`src/hw/rtl/sync_length_packet_deframer_assert.svh`:
```
// Assertion macros for the packet deframer.
// Clocked on clock, disabled during reset; no other dependencies.
`ifndef SYNC_LENGTH_PACKET_DEFRAMER_ASSERT_SVH
`define SYNC_LENGTH_PACKET_DEFRAMER_ASSERT_SVH

// same-cycle implication
`define SLD_ASSERT_SAME(lbl, ante, cons) \
   lbl: assert property (@(posedge clock) disable iff (reset) (ante) |-> (cons)) \
      else $error("sld assertion failed");

// next-cycle implication
`define SLD_ASSERT_NEXT(lbl, ante, cons) \
   lbl: assert property (@(posedge clock) disable iff (reset) (ante) |=> (cons)) \
      else $error("sld assertion failed");

`endif

```
`src/hw/rtl/sld_pkg.sv`:
```
// Shared types and constants for the sync/length packet deframer.
// No dependencies.
package sld_pkg;

   localparam int HEADER_BYTES = 4;

   localparam int BYTE_W = 8;
   localparam int LEN_W  = 16;
   localparam int LEFT_W = 17;
   localparam int IDX_W  = 2;

   localparam logic [LEFT_W-1:0] EXTRA_BYTES = LEFT_W'(HEADER_BYTES - 4);

   localparam logic [IDX_W-1:0] IDX_FIRST  = IDX_W'(1);
   localparam logic [IDX_W-1:0] IDX_LEN_LO = IDX_W'(2);
   localparam logic [IDX_W-1:0] IDX_LEN_HI = IDX_W'(3);

   localparam logic [0:0] CSR_SYNC_BYTE   = 1'b0;
   localparam logic [0:0] CSR_MAX_PAYLOAD = 1'b1;

   localparam logic [LEN_W-1:0] MAX_PAYLOAD_RESET = '1;

   typedef enum logic [2:0] {
      PH_HUNT = 3'b001,
      PH_HEAD = 3'b010,
      PH_BODY = 3'b100
   } phase_type;

   typedef struct packed {
      logic              sync_valid;
      logic [BYTE_W-1:0] sync_byte;
      logic [LEN_W-1:0]  max_payload;
   } csr_type;

   typedef struct packed {
      logic              valid;
      logic [BYTE_W-1:0] out_byte;
      logic              first_of_packet;
      logic              last_of_packet;
      logic              length_error;
   } result_type;

endpackage

```
`src/hw/rtl/sld_csr.sv`:
```
// Configuration registers: sync byte and maximum payload length.
// Depends on sld_pkg.
module sld_csr (
   input  logic                       clock,
   input  logic                       reset,
   input  logic                       csr_we,
   input  logic [0:0]                 csr_addr,
   input  logic [sld_pkg::LEN_W-1:0]  csr_wdata,
   output sld_pkg::csr_type           csr
);
   import sld_pkg::*;

   logic [BYTE_W-1:0] sync_byte_ff, sync_byte_in;
   logic [LEN_W-1:0]  max_payload_ff, max_payload_in;

   always_comb begin
      sync_byte_in   = sync_byte_ff;
      max_payload_in = max_payload_ff;
      if (csr_we) begin
         case (csr_addr)
            CSR_SYNC_BYTE:   sync_byte_in   = csr_wdata[BYTE_W-1:0];
            CSR_MAX_PAYLOAD: max_payload_in = csr_wdata;
            default: ;
         endcase
      end
   end

   always_ff @(posedge clock) begin
      if (reset) begin
         sync_byte_ff   <= '0;
         max_payload_ff <= MAX_PAYLOAD_RESET;
      end else begin
         sync_byte_ff   <= sync_byte_in;
         max_payload_ff <= max_payload_in;
      end
   end

   assign csr.sync_valid  = 1'b1;
   assign csr.sync_byte   = sync_byte_ff;
   assign csr.max_payload = max_payload_ff;

endmodule

```
`src/hw/rtl/sld_fsm.sv`:
```
// Framing state machine: hunt, header and body phases with length count.
// Produces one result per stepped byte, combinationally. Depends on sld_pkg.
module sld_fsm (
   input  logic                        clock,
   input  logic                        reset,
   input  logic                        step,
   input  logic [sld_pkg::BYTE_W-1:0]  data_byte,
   input  sld_pkg::csr_type            csr,
   output sld_pkg::result_type         result
);
   import sld_pkg::*;

   phase_type          phase_ff, phase_in;
   logic [IDX_W-1:0]   idx_ff, idx_in;
   logic [BYTE_W-1:0]  len_lo_ff, len_lo_in;
   logic [LEFT_W-1:0]  left_ff, left_in;
   logic [LEN_W-1:0]   len;
   logic [LEFT_W-1:0]  left_init;
   logic [LEFT_W-1:0]  left_dec;

   assign len       = {data_byte, len_lo_ff};
   assign left_init = {1'b0, len} + EXTRA_BYTES;
   assign left_dec  = left_ff - LEFT_W'(1);

   always_comb begin
      phase_in  = phase_ff;
      idx_in    = idx_ff;
      len_lo_in = len_lo_ff;
      left_in   = left_ff;
      result.valid           = 1'b0;
      result.out_byte        = data_byte;
      result.first_of_packet = 1'b0;
      result.last_of_packet  = 1'b0;
      result.length_error    = 1'b0;
      case (phase_ff)
         PH_HEAD: begin
            result.valid = 1'b1;
            idx_in = idx_ff + IDX_W'(1);
            if (idx_ff == IDX_LEN_LO) begin
               len_lo_in = data_byte;
            end else if (idx_ff == IDX_LEN_HI) begin
               if (len > csr.max_payload) begin
                  phase_in = PH_HUNT;
                  left_in  = '0;
                  result.last_of_packet = 1'b1;
                  result.length_error   = 1'b1;
               end else if (left_init == '0) begin
                  phase_in = PH_HUNT;
                  left_in  = '0;
                  result.last_of_packet = 1'b1;
               end else begin
                  phase_in = PH_BODY;
                  left_in  = left_init;
               end
            end
         end
         PH_BODY: begin
            result.valid = 1'b1;
            left_in = left_dec;
            if (left_dec == '0) begin
               phase_in = PH_HUNT;
               result.last_of_packet = 1'b1;
            end
         end
         default: begin
            phase_in = PH_HUNT;
            if (csr.sync_valid && data_byte == csr.sync_byte) begin
               phase_in  = PH_HEAD;
               idx_in    = IDX_FIRST;
               len_lo_in = '0;
               left_in   = '0;
               result.valid           = 1'b1;
               result.first_of_packet = 1'b1;
            end
         end
      endcase
   end

   always_ff @(posedge clock) begin
      if (reset) begin
         phase_ff  <= PH_HUNT;
         idx_ff    <= '0;
         len_lo_ff <= '0;
         left_ff   <= '0;
      end else if (step) begin
         phase_ff  <= phase_in;
         idx_ff    <= idx_in;
         len_lo_ff <= len_lo_in;
         left_ff   <= left_in;
      end
   end

endmodule

```
`src/hw/rtl/sync_length_packet_deframer.sv`:
```
// Sync/length packet deframer top level: input register, framing FSM, result register.
// The rsp transfer of a packet byte follows its req transfer through the input register, then the result register.
// Throughput: one byte per cycle unless the rsp side stalls; the single framing FSM updates once per byte.
// Hunted junk bytes produce no rsp transfer.
// Reset (synchronous, active high) empties both registers and returns to hunting.
// Depends on sld_pkg, sld_csr, sld_fsm and the assertion macro header.
`include "sync_length_packet_deframer_assert.svh"
module sync_length_packet_deframer (
   input  logic                       clock,
   input  logic                       reset,
   input  logic                       req_tvalid,
   output logic                       req_tready,
   input  logic [7:0]                 req_tdata,   // [7:0] data_byte
   output logic                       rsp_tvalid,
   input  logic                       rsp_tready,
   output logic [7:0]                 rsp_tdata,   // [7:0] out_byte
   output logic                       rsp_tlast,
   output logic [1:0]                 rsp_tuser,   // [0] first_of_packet, [1] length_error
   input  logic                       csr_we,
   input  logic [0:0]                 csr_addr,
   input  logic [sld_pkg::LEN_W-1:0]  csr_wdata
);
   import sld_pkg::*;

   csr_type           csr;
   result_type        result;
   logic              in_vld_ff, in_vld_in;
   logic [BYTE_W-1:0] in_data_ff;
   logic              out_vld_ff, out_vld_in;
   result_type        out_ff;
   logic              advance;
   logic              req_fire;

   assign advance    = in_vld_ff && (!out_vld_ff || rsp_tready);
   assign req_tready = !in_vld_ff || advance;
   assign req_fire   = req_tvalid && req_tready;

   sld_csr u_csr (
      .clock     (clock),
      .reset     (reset),
      .csr_we    (csr_we),
      .csr_addr  (csr_addr),
      .csr_wdata (csr_wdata),
      .csr       (csr)
   );

   sld_fsm u_fsm (
      .clock     (clock),
      .reset     (reset),
      .step      (advance),
      .data_byte (in_data_ff),
      .csr       (csr),
      .result    (result)
   );

   always_comb begin
      in_vld_in = in_vld_ff;
      if (req_fire) begin
         in_vld_in = 1'b1;
      end else if (advance) begin
         in_vld_in = 1'b0;
      end
      out_vld_in = out_vld_ff;
      if (advance) begin
         out_vld_in = result.valid;
      end else if (rsp_tready) begin
         out_vld_in = 1'b0;
      end
   end

   always_ff @(posedge clock) begin
      if (reset) begin
         in_vld_ff  <= 1'b0;
         out_vld_ff <= 1'b0;
      end else begin
         in_vld_ff  <= in_vld_in;
         out_vld_ff <= out_vld_in;
      end
   end

   always_ff @(posedge clock) begin
      if (req_fire) begin
         in_data_ff <= req_tdata;
      end
      if (advance) begin
         out_ff <= result;
      end
   end

   assign rsp_tvalid = out_vld_ff;
   assign rsp_tdata  = out_ff.out_byte;
   assign rsp_tlast  = out_ff.last_of_packet;
   assign rsp_tuser  = {out_ff.length_error, out_ff.first_of_packet};

   `SLD_ASSERT_SAME(a_err_is_last, rsp_tvalid && rsp_tuser[1], rsp_tlast)
   `SLD_ASSERT_SAME(a_first_not_last, rsp_tvalid && rsp_tuser[0], !rsp_tlast && !rsp_tuser[1])
   `SLD_ASSERT_NEXT(a_held_input_kept, in_vld_ff && !advance, in_vld_ff)
   `SLD_ASSERT_NEXT(a_accept_fills, req_tvalid && req_tready, in_vld_ff)

endmodule

```
`config.mk`:
```
export PLATFORM = sky130hd
export DESIGN_NAME = sync_length_packet_deframer
export DESIGN_NICKNAME = d
export VERILOG_FILES = /design/src/hw/rtl/sld_pkg.sv /design/src/hw/rtl/sld_csr.sv /design/src/hw/rtl/sld_fsm.sv /design/src/hw/rtl/sync_length_packet_deframer.sv
export VERILOG_INCLUDE_DIRS = /design/src /design/src/hw/rtl
export SDC_FILE = /design/constraint.sdc
export NUM_CORES = 1
export LEC_CHECK = 0
export BUFFER_PORTS_ARGS = -buffer_cell sky130_fd_sc_hd__buf_2
export CAP_MARGIN = 20
export CORE_UTILIZATION = 62
export DETAILED_ROUTE_END_ITERATION = 7
export PLACE_DENSITY = 0.9
export SLEW_MARGIN = 20
export SYNTH_ARGS = -nofsm -noshare
export SYNTH_HDL_FRONTEND = slang
export SYNTH_SLANG_ARGS = --single-unit
```
`constraint.sdc`:
```
create_clock -name clock -period 4.6 [get_ports clock]
set_clock_uncertainty 0.2 [all_clocks]
set_input_delay 0.46 -clock clock [delete_from_list [all_inputs] [get_ports clock]]
set_output_delay 0.46 -clock clock [all_outputs]
set_load 0.01 [all_outputs]
```
# == Word-level counts from Yosys, hierarchy flattened ==
# Cells that the tools add are included.
# op_classes
n_addsub,2
order_cmp,1
n_eq_ne,9
mux,31
bitwise_logic,4
n_reduce_logical,20
# ops
op,count
$mux 17,3
$logic_not 17->1,2
$pmux 17 s2,1
$mux 16,2
$sub 17x1->17 const B,1
$gt 16x16->1,1
$mux 8,2
$pmux 8 s2,1
$mux 3,5
$reduce_and 4->1,3
$mux 1,10
$eq 8x8->1,1
$mux 2,4
$ne 2x1->1 const B,3
$pmux 3 s2,1
$reduce_bool 2->1,3
$eq 2x2->1 const B,2
$not 1->1,4
$pmux 2 s2,1
$reduce_and 2->1,2
$eq 3x2->1 const B,1
$eq 3x3->1 const B,1
$reduce_and 3->1,1
$reduce_bool 3->1,1
other kinds (8),11
# totals
ff_bits,75
inputBits,30
out_inout_bits,13
wordCells,80

# == Longest topological paths before layout ==
# Gate-level depths: netlist of the first run.
# logic_depth
word_depth,6
ltp_mapped,10
depth_no_buf,8

# == Hierarchy ==
# From an unflattened synthesis of the first run, not the netlist that was laid out.
# unflattened
hier_cells,454
hier_area_um2,4216.5
# modules_own_cells
module,n_inst,cells_each,area_per_inst_um2,seq_area_each_um2
sld_fsm,1,333,2568.7,600.6
sld_csr,1,92,973.4,480.5
sync_length_packet_deframer,1,29,674.4,610.6

# == Worst setup path after synthesis of the first run ==
# Ideal clock, no wire load.
# synth_timing
path_type,reg-to-reg
from,register in_data_ff[7]
to,register u_fsm.left_ff[6]
setup_ps,95
t_arrival_ps,2078
required_time_ps,4305
slack_ps,2227
path_stages_with_launch,8
n_path_buf,0
synth_period_minus_slack_ps,2373
cell_sequence,edfxtp_1 -> ha_1 -> nand4_1 -> nor4_1 -> nand2_1 -> nor3_2 -> o21ai_0 -> a221oi_1
# synth_via
elab_chain_len,6
word_cells_on_any_way,10
cone_classes,order compare: 1; eq/ne: 1; mux: 5; reduce/logical: 3
# synth_lines
item,line,text
from (decl),sync_length_packet_deframer.sv:28,logic [BYTE_W-1:0] in_data_ff;
from (signal assigned),sync_length_packet_deframer.sv:83,in_data_ff <= req_tdata;
branches (longest 6 deep; another with $gt 16x16->1),--,
to (signal assigned),sld_fsm.sv:89,left_ff <= left_in;
to (decl),sld_fsm.sv:16,"logic [LEFT_W-1:0] left_ff, left_in;"
# Parallel ways; which one is timed is not known. The select of a mux whose other input is x is not followed.
# A chain may end at the register's enable or synchronous reset.

# == Final worst setup path of the first run ==
# layout_timing
from,register in_data_ff[7]
to,register u_fsm.left_ff[11]
# The elaborated chain is that of the path after synthesis.

==> flow_summary.ini, run 1 <==
[timing]
worst_pin_slew_ns = 1.04
fin_tns_setup_ns = 0
fmax_ghz = 0.339
fin_crit_sh_pct = 64.1
slew_headroom_pct = 30.1
slew_violations = 0
fin_ws_ns = 1.65
finalSetupViolCount = 0
rsz0062_at_grt = no
final_hold_viol_count = 0
layout_min_cycle_time_ns = 2.95

[clocking]
cts_tree = done
cts_buffers = 9
clkTransAtPathRegs_ns = 0.09
hold_buffers = 0
clock_path_buffers = 2
clk_latency_ns = 0.36
cts_htree_levels = 3
cts_root_buf = clkbuf_8
post_cts_resized = 0
cts_sinks = 75
cts_setup_buffers = 0

[grt]
track_usage_pct = 29.2
antenna_found_initial = 0
grt_max_degree = 57
grt_pass1_vias = 3450
grt_overflow_total = 0
grt_pass1_wl_um = 16300

[logic_synthesis]
synth_top_family_by_area = simple AND/OR/NAND/NOR gates
syn_area_per_cell_um2 = 8.85
synthTopCellsByCount = 56 x dfxtp_1, 55 x nand2_1, 34 x nor2_1
synth_most_common_cell = dfxtp_1
synth.area.top_cells = dfxtp_1 27%, edfxtp_1 14%, ha_1 6.0%
synthMuxAreaShare_pct = 2.19
yosysTopAreaCell = dfxtp_1
ys_types = 56
syn_nets = 521
synth_edf_count = 19
syn-cell-area_um2 = 4170
yosys.area.top_type_share_pct = 26.9
synth_compound_area_share_pct = 18.9
seq_area_frac_synth_pct = 40.6
synthAdderAreaFrac_pct = 6.00
synthXorXnorAreaFrac_pct = 3.15
yosysWarnings = 0
yosys.area_share.simple_pct = 23.9
netlist_instances = 471
synth_seq_cells = 75
async_flop_share_pct = 0
synth_flop_cell = dfxtp_1

[pwr]
leakage_nw = 1.90
peakVddDrop_mv = 0.234
power_density_nw_per_um2 = 311

[hold_path]
hold_path_depth = 1
min_from = req_tdata[3]
min_path_type = in2reg

[place]
gp_congestion = 0.918
portBuffers = 42
pre_cts_slack_ns = 1.75
dp_hpwl_um = 7270

[floorplan]
io_pins = 43
die-area_um2 = 7060
dieHeight_um = 84
rows = 29
initial_core_util_pct = 64.9
coreArea_um2 = 6420
die_x_um = 84

[routing]
drt-total-wl_um = 10100
drc = 0
firstDrtPassIters = 7
drt_iter0_markers = 323
ant_nets = 0
vias_per_cell = 6.46
wl_per_cell_um = 17.4
vias = 3740

[worst_setup_path]
reg2reg_depth = 7
crit_path_start_kind = register
worstPathRequired_ns = 4.68
r2r-start = in_data_ff[7]
crit_arrival_ns = 3.03
worst-setup-path-type = reg2reg
end_kind = register
crit_fanout = 9
cp-startpoint = in_data_ff[7]

[finish]
antenna_cells = 0
final_nets = 547
drive_gt1_share_pct = 14.3
synthToLayoutAreaGrowth_pct = 9.78
fin_util_pct = 71.3

[job]
cap_violations = 0

[run_status]
outcome = finished, final reports clean
## metal layers
layer,GRT usage (%),vias to the layer above,wire (um)
met1,35.7,1720,4110
li1,-,1765,-
met2,49.6,224,4860
met4,13.9,0,331
met3,5.54,31,792
met5,0,-,0
## cells in the final DEF (no fill, tap or decap), types with 10 or more instances in the layout
master / n
nor3_1: 12
inv_1: 21
a211o_1: 16
dfxtp_1: 56
o21ai_0: 23
a21oi_1: 32
nand2_1: 55
nor4_1: 11
buf_2: 42
xor2_1: 11
and3_1: 17
nor2_1: 34
edfxtp_1: 19
ha_1: 20
and2_1: 10
## registers in the layout, summed over array words and instances, names as in the netlist, 2 cells and up
name and count:
in_data_ff 8, rsp_tdata 8, rsp_tuser 2, u_csr.max_payload_ff 16
u_csr.sync_byte_ff 8, u_fsm.idx_ff 2, u_fsm.left_ff 17, u_fsm.len_lo_ff 8
u_fsm.phase_ff 3
## through the flow
stage	hold WS [ns]	power [mW]	cell area, um^2	cells
after floorplan	0.235	0.789	4170	471
after global placement	0.245	0.819	4340	563
after detailed placement	0.252	0.827	4340	563
after CTS	0.0615	1.42	4580	579
after global routing	0.0648	1.46	4580	579
final	0.0735	1.42	4580	579
## worst max-delay path: stages, from the launching register on
cell and delay (ns):
edfxtp_1 0.53, ha_1 0.38, nand4_1 0.20, nor4_1 0.38
nand2_1 0.22, nor4_2 0.60, o21ai_0 0.20, a21oi_1 0.18
## power by group
group,leakage [nW],switching (mW),total (mW),internal (mW)
clock,0.123,0.266,0.609,0.342
sequential,0.638,0.0199,0.718,0.698
combinational,1.14,0.0572,0.0971,0.0399
total,1.90,0.343,1.42,1.08
## logic make-up after synthesis
kind of cell / after synthesis
DFF: 75
and+or+nand+nor: 185
xor gates and xnor gates: 15
muxes: 9
adders and majority gates: 20
buffers and inverters: 48
AOI/OAI and AO/OA: 119
## final timing paths
path	endpoint	slack, ns
max reg2reg	u_fsm.left_ff[11]	1.65
min	in_data_ff[3]	0.07
min reg2reg	u_csr.max_payload_ff[8]	0.27
max	u_fsm.left_ff[11]	1.65
## layout make-up
class	instances	area [um^2]
multi-input combinational	348	2260
fill	490	1850
sequential	75	1690
timing repair buffer	42	210
clock buffer	10	149
tap	77	96.3
clock inverter	6	92.6
inverter	21	78.8
Note: power is estimated with default switching activity, not from simulation.
==> inputs of run 2 (changes only) <==
- CORE_UTILIZATION: 62 -> 59
- PLACE_DENSITY: 0.9 -> 0.87
- clock period: 4.6 -> 3.1 ns (I/O delays scaled with it)
==> run 2 against run 1 <==
Sequential share of layout area down 1.2 points. Count of clock-buffer cells in the layout fell by 1. Routed wire length increased by 5.9%. Sequential cell count is the same. Maximum frequency down 2.2%. Die area increased by 5.0%. Utilization down 1.6 points. Critical endpoint is now u_fsm.left_ff[1].
==> flow_summary.ini, run 2 (synthesis results as in run 1) <==
[run_status]
outcome = finished, final reports clean

[floorplan]
dieHeight_um = 86.1
initial_core_util_pct = 61.4
die_x_um = 86.1
rows = 30
io_pins = 43
coreArea_um2 = 6790
die-area_um2 = 7410

[clocking]
clkTransAtPathRegs_ns = 0.08
cts_setup_buffers = 0
clk_latency_ns = 0.36
cts_htree_levels = 3
cts_tree = done
cts_root_buf = clkbuf_8
clock_path_buffers = 2
cts_sinks = 75
cts_buffers = 9

[pwr]
leakage_nw = 1.96
power_density_nw_per_um2 = 420
peakVddDrop_mv = 0.371

[timing]
fmax_ghz = 0.331
fin_tns_setup_ns = 0
slew_headroom_pct = 32.4
worst_pin_slew_ns = 1.01
slew_violations = 0
final_hold_viol_count = 0
fin_crit_sh_pct = 97.4
finalSetupViolCount = 0
layout_min_cycle_time_ns = 3.02
worst_hold_slack_ns = 0.00339
rsz0062_at_grt = yes

[grt]
grt_max_degree = 57
track_usage_pct = 29.7
grt_pass1_vias = 3596
antenna_found_initial = 0
grt_overflow_total = 0
grt_pass1_wl_um = 17100

[finish]
largest_register_ffs = 17
layout_common_cells = 56 x dfxtp_1, 55 x nand2_1, 42 x buf_2, 34 x nor2_1, 32 x a21oi_1
final_nets = 566
nFillCells = 489
antenna_cells = 0
fin_area_um2 = 4740
largestRegisters = u_fsm.left_ff (17), u_csr.max_payload_ff (16)
drive_gt1_share_pct = 14.4
final_common_cell = dfxtp_1
synthToLayoutAreaGrowth_pct = 13.6
largest_register = u_fsm.left_ff

[job]
cap_violations = 0

[worst_setup_path]
crit_arrival_ns = 3.10
cp_num_buf_inv = 0
worst-setup-path-type = reg2reg
path_cells = ha_1 > nand4_1 > nor4_1 > nand2_1 > nor4_2 > o21ai_0 > a21oi_1
worstPathRequired_ns = 3.18
cp_top_family = simple AND/OR/NAND/NOR gates
end_kind = register
max_stage_delay_ns = 0.63
crit_path_start_kind = register
crit_fanout = 9
cp_slowest_cell = nor4_2

[routing]
drc = 0
drt-total-wl_um = 10700
firstDrtPassIters = 6
ant_nets = 0
wl_met2_um = 5260
met1_length_um = 4330
drt_iter0_markers = 355
vias_per_cell = 6.28
top_layer = met4
wl_per_cell_um = 17.3
vias = 3872
wl_met3_um = 721

[place]
post_dp_cell_area_um2 = 4390
gp_congestion = 0.917
portBuffers = 42
dp_hpwl_um = 7270

[hold_path]
min_path_type = in2reg
[run 2: metrics by stage]
stage | power (mW) | setup slack, ns | utilization (%) | std cells
4_1_cts | 1.98 | 0.259 | 69.3 | 614
6_report | 1.99 | 0.0817 | 69.7 | 617
2_1_floorplan | 1.17 | 0.727 | - | 471
3_5_place_dp | 1.22 | 0.322 | 64.6 | 586
5_1_grt | 2.05 | -0.0661 | 69.7 | 617
3_3_place_gp | 1.22 | 0.391 | 64.6 | 586
[run 2: layout make-up]
cell class | count | area, um^2 | area share, %
multi-input cells | 348 | 2260 | 47.7
flip-flops and latches | 75 | 1690 | 35.7
repair buffers | 61 | 390 | 8.24
clock buffers | 9 | 124 | 2.62
well taps | 96 | 120 | 2.54
inverters | 21 | 78.8 | 1.66
clock inverters | 7 | 72.6 | 1.53
[run 2: worst reg2reg max path: stages, from the launching register on]
cell and delay, ns:
edfxtp_1 0.52, ha_1 0.39, nand4_1 0.17, nor4_1 0.39, nand2_1 0.22, nor4_2 0.63, o21ai_0 0.23, a21oi_1 0.18
[run 2: what timing repair did]
action                                  in CTS  in global routing
endpoints found under the setup margin       0                  8
hold buffers                                12                  3
endpoints found under the hold margin       12                  3
resized for setup                            0                  0
[run 2: worst paths after layout]
check / endpoint / slack [ns] / from / cells after the start
setup reg to reg: u_fsm.left_ff[1] / 0.08 / in_data_ff[6] / 7
hold / removal: u_csr.sync_byte_ff[3] / 0.003 / csr_wdata[3] / 3
hold reg to reg: u_csr.sync_byte_ff[1] / 0.27 / u_csr.sync_byte_ff[1] / 2
setup / recovery: u_fsm.left_ff[1] / 0.08 / in_data_ff[6] / 7
[run 2: layer usage]
layer	GRT usage [%]	vias to the layer above
li1	-	1804
met1	36.4	1809
met2	50.4	205
met3	6.64	54
met4	12.4	0
met5	0	-
[run 2: power by group]
group | switching, mW | internal (mW)
clock network | 0.385 | 0.377
registers | 0.0282 | 1.04
logic | 0.0904 | 0.0734
total | 0.503 | 1.49
==> inputs of run 3 (changes only) <==
- CORE_UTILIZATION: 59 -> 45
- PLACE_DENSITY: 0.87 -> 0.71
==> run 3 against run 2 <==
Die area increased by 30%. Sequential share of layout area decreased by 0.37 points. Utilization is 16 points lower. Critical path type unchanged. Largest power group unchanged.
==> flow_summary.ini, run 3 (synthesis results as in run 1) <==
[hold_path]
holdPathEnd = u_csr.sync_byte_ff[0]
hold_path_depth = 3
min_path_type = in2reg
min_from = csr_wdata[0]

[floorplan]
dieHeight_um = 98.3
die-area_um2 = 9650
coreArea_um2 = 8850
die_x_um = 98.3
io_pins = 43
initial_core_util_pct = 47.1
rows = 34

[grt]
grt_pass1_wl_um = 17500
antenna_found_initial = 0
grt_overflow_total = 0
grt_max_degree = 40
grt_pass1_vias = 3547
track_usage_pct = 22.9

[timing]
final_hold_viol_count = 0
fin_crit_sh_pct = 92.4
fin_tns_setup_ns = 0
slew_violations = 0
fmax_ghz = 0.349
worst_pin_slew_ns = 0.730
finalSetupViolCount = 0
worst_hold_slack_ns = 0.0269
rsz0062_at_grt = no
slew_headroom_pct = 51.3
layout_min_cycle_time_ns = 2.86
fin_ws_ns = 0.236

[pwr]
power_density_nw_per_um2 = 418
peakVddDrop_mv = 0.286
leakage_nw = 1.98

[worst_setup_path]
r2r_slack_ns = 0.24
worst-setup-path-type = reg2reg
max_stage_delay_ns = 0.50
crit_fanout = 9
crit_arrival_ns = 2.92
path_cells = ha_1 > nand4_1 > nor4_1 > nand2_1 > nor3_2 > o21ai_1 > a221oi_1
crit_path_start_kind = register
worstPathRequired_ns = 3.16
r2r-start = in_data_ff[6]
reg2reg_depth = 7
cp_slowest_cell = edfxtp_1
end_kind = register
regToRegEndpoint = u_fsm.left_ff[2]

[routing]
firstDrtPassIters = 7
wl_per_cell_um = 16.4
ant_nets = 0
drt_iter0_markers = 224
drc = 0
vias = 3690
drt-total-wl_um = 10400
vias_per_cell = 5.83

[finish]
final_common_cell = dfxtp_1
synthToLayoutAreaGrowth_pct = 14.8
largestRegisters = u_fsm.left_ff (17), u_csr.max_payload_ff (16)
instances_no_fill = 633
largest_register = u_fsm.left_ff
drive_gt1_share_pct = 14.9
layout_common_cells = 56 x dfxtp_1, 55 x nand2_1, 42 x buf_2, 34 x nor2_1, 32 x a21oi_1
antenna_cells = 0
final_nets = 570
largest_register_ffs = 17
nFillCells = 805
fin_util_pct = 54.1

[clocking]
clk_latency_ns = 0.36
cts_sinks = 75
clock_path_buffers = 2
cts_buffers = 9
cts_root_buf = clkbuf_8
cts_htree_levels = 3
clkTransAtPathRegs_ns = 0.08
cts_tree = done

[place]
dp_hpwl_um = 7460
portBuffers = 42
post-place-cells = 601
pre_cts_slack_ns = 0.333
gp_congestion = 0.872

[job]
cap_violations = 0

[run_status]
outcome = finished, final reports clean
==> run 3: cell types whose count changed in the layout (fill, tap and decap cells not counted) <==
cell,before,now
clkinv_1,1,0
inv_6,2,3
dlygate4sd3_1,15,16
inv_4,2,1
buf_4,4,7
clkbuf_1,0,1
==> run 3: worst max-delay path by stage <==
stage / startpoint / end / cells past startpoint / slack (ns)
6_report: in_data_ff[6] / u_fsm.left_ff[2] / 7 / 0.24
5_1_grt: in_data_ff[6] / u_fsm.left_ff[13] / 7 / 0.04
4_1_cts: in_data_ff[6] / u_fsm.left_ff[2] / 7 / 0.30
3_5_place_dp: in_data_ff[6] / u_fsm.left_ff[6] / 7 / 0.33
3_3_place_gp: in_data_ff[4] / u_fsm.left_ff[6] / 7 / 0.45
2_1_floorplan: in_data_ff[7] / u_fsm.left_ff[6] / 7 / 0.73
==> run 3: power breakdown <==
part	internal [mW]	leakage (nW)	total, mW	switching (mW)
registers	1.04	0.638	1.06	0.0272
clock network	0.383	0.102	0.775	0.392
logic	0.0745	1.24	0.162	0.0875
total	1.49	1.98	2.00	0.507
==> run 3: repair_timing <==
| action | 4_1_cts | 5_1_grt |
|---|---|---|
| resized for setup | 0 | 0 |
| hold endpoints to repair | 16 | 0 |
| hold buffers | 16 | 0 |
| setup buffers | 0 | 0 |
==> run 3: per-layer routing <==
metal / up-vias / wire, um / GRT usage, %
met5: - / 0 / 0
met4: 0 / 195 / 7.12
met2: 120 / 4740 / 36.2
met3: 20 / 579 / 5.01
li1: 1812 / - / -
met1: 1738 / 4850 / 31.1
==> run 3: final cells by class <==
| class | instances | area (um^2) | area share, % |
|---|---|---|---|
| clock buffer | 10 | 128 | 2.67 |
| clock inverter | 6 | 71.3 | 1.49 |
| inverter | 21 | 78.8 | 1.65 |
| multi-input combinational | 348 | 2260 | 47.2 |
| sequential | 75 | 1690 | 35.3 |
| tap | 108 | 135 | 2.82 |
| timing repair buffer | 65 | 423 | 8.84 |
==> run 3: worst max-delay path, delay by kind of cell (launching register included) <==
family                     cells  cell delay [ns]
adders and majority gates      1             0.35
and+or+nand+nor                4             1.29
AOI/OAI and AO/OA              2             0.44
DFF                            1             0.50
==> run 3: through the flow <==
| stage | instance area [um^2] | power (mW) |
|---|---|---|
| floorplan | 4170 | 1.17 |
| global placement | 4430 | 1.22 |
| detailed placement | 4430 | 1.23 |
| CTS | 4790 | 2.01 |
| global route | 4790 | 2.08 |
| finish | 4790 | 2.00 |
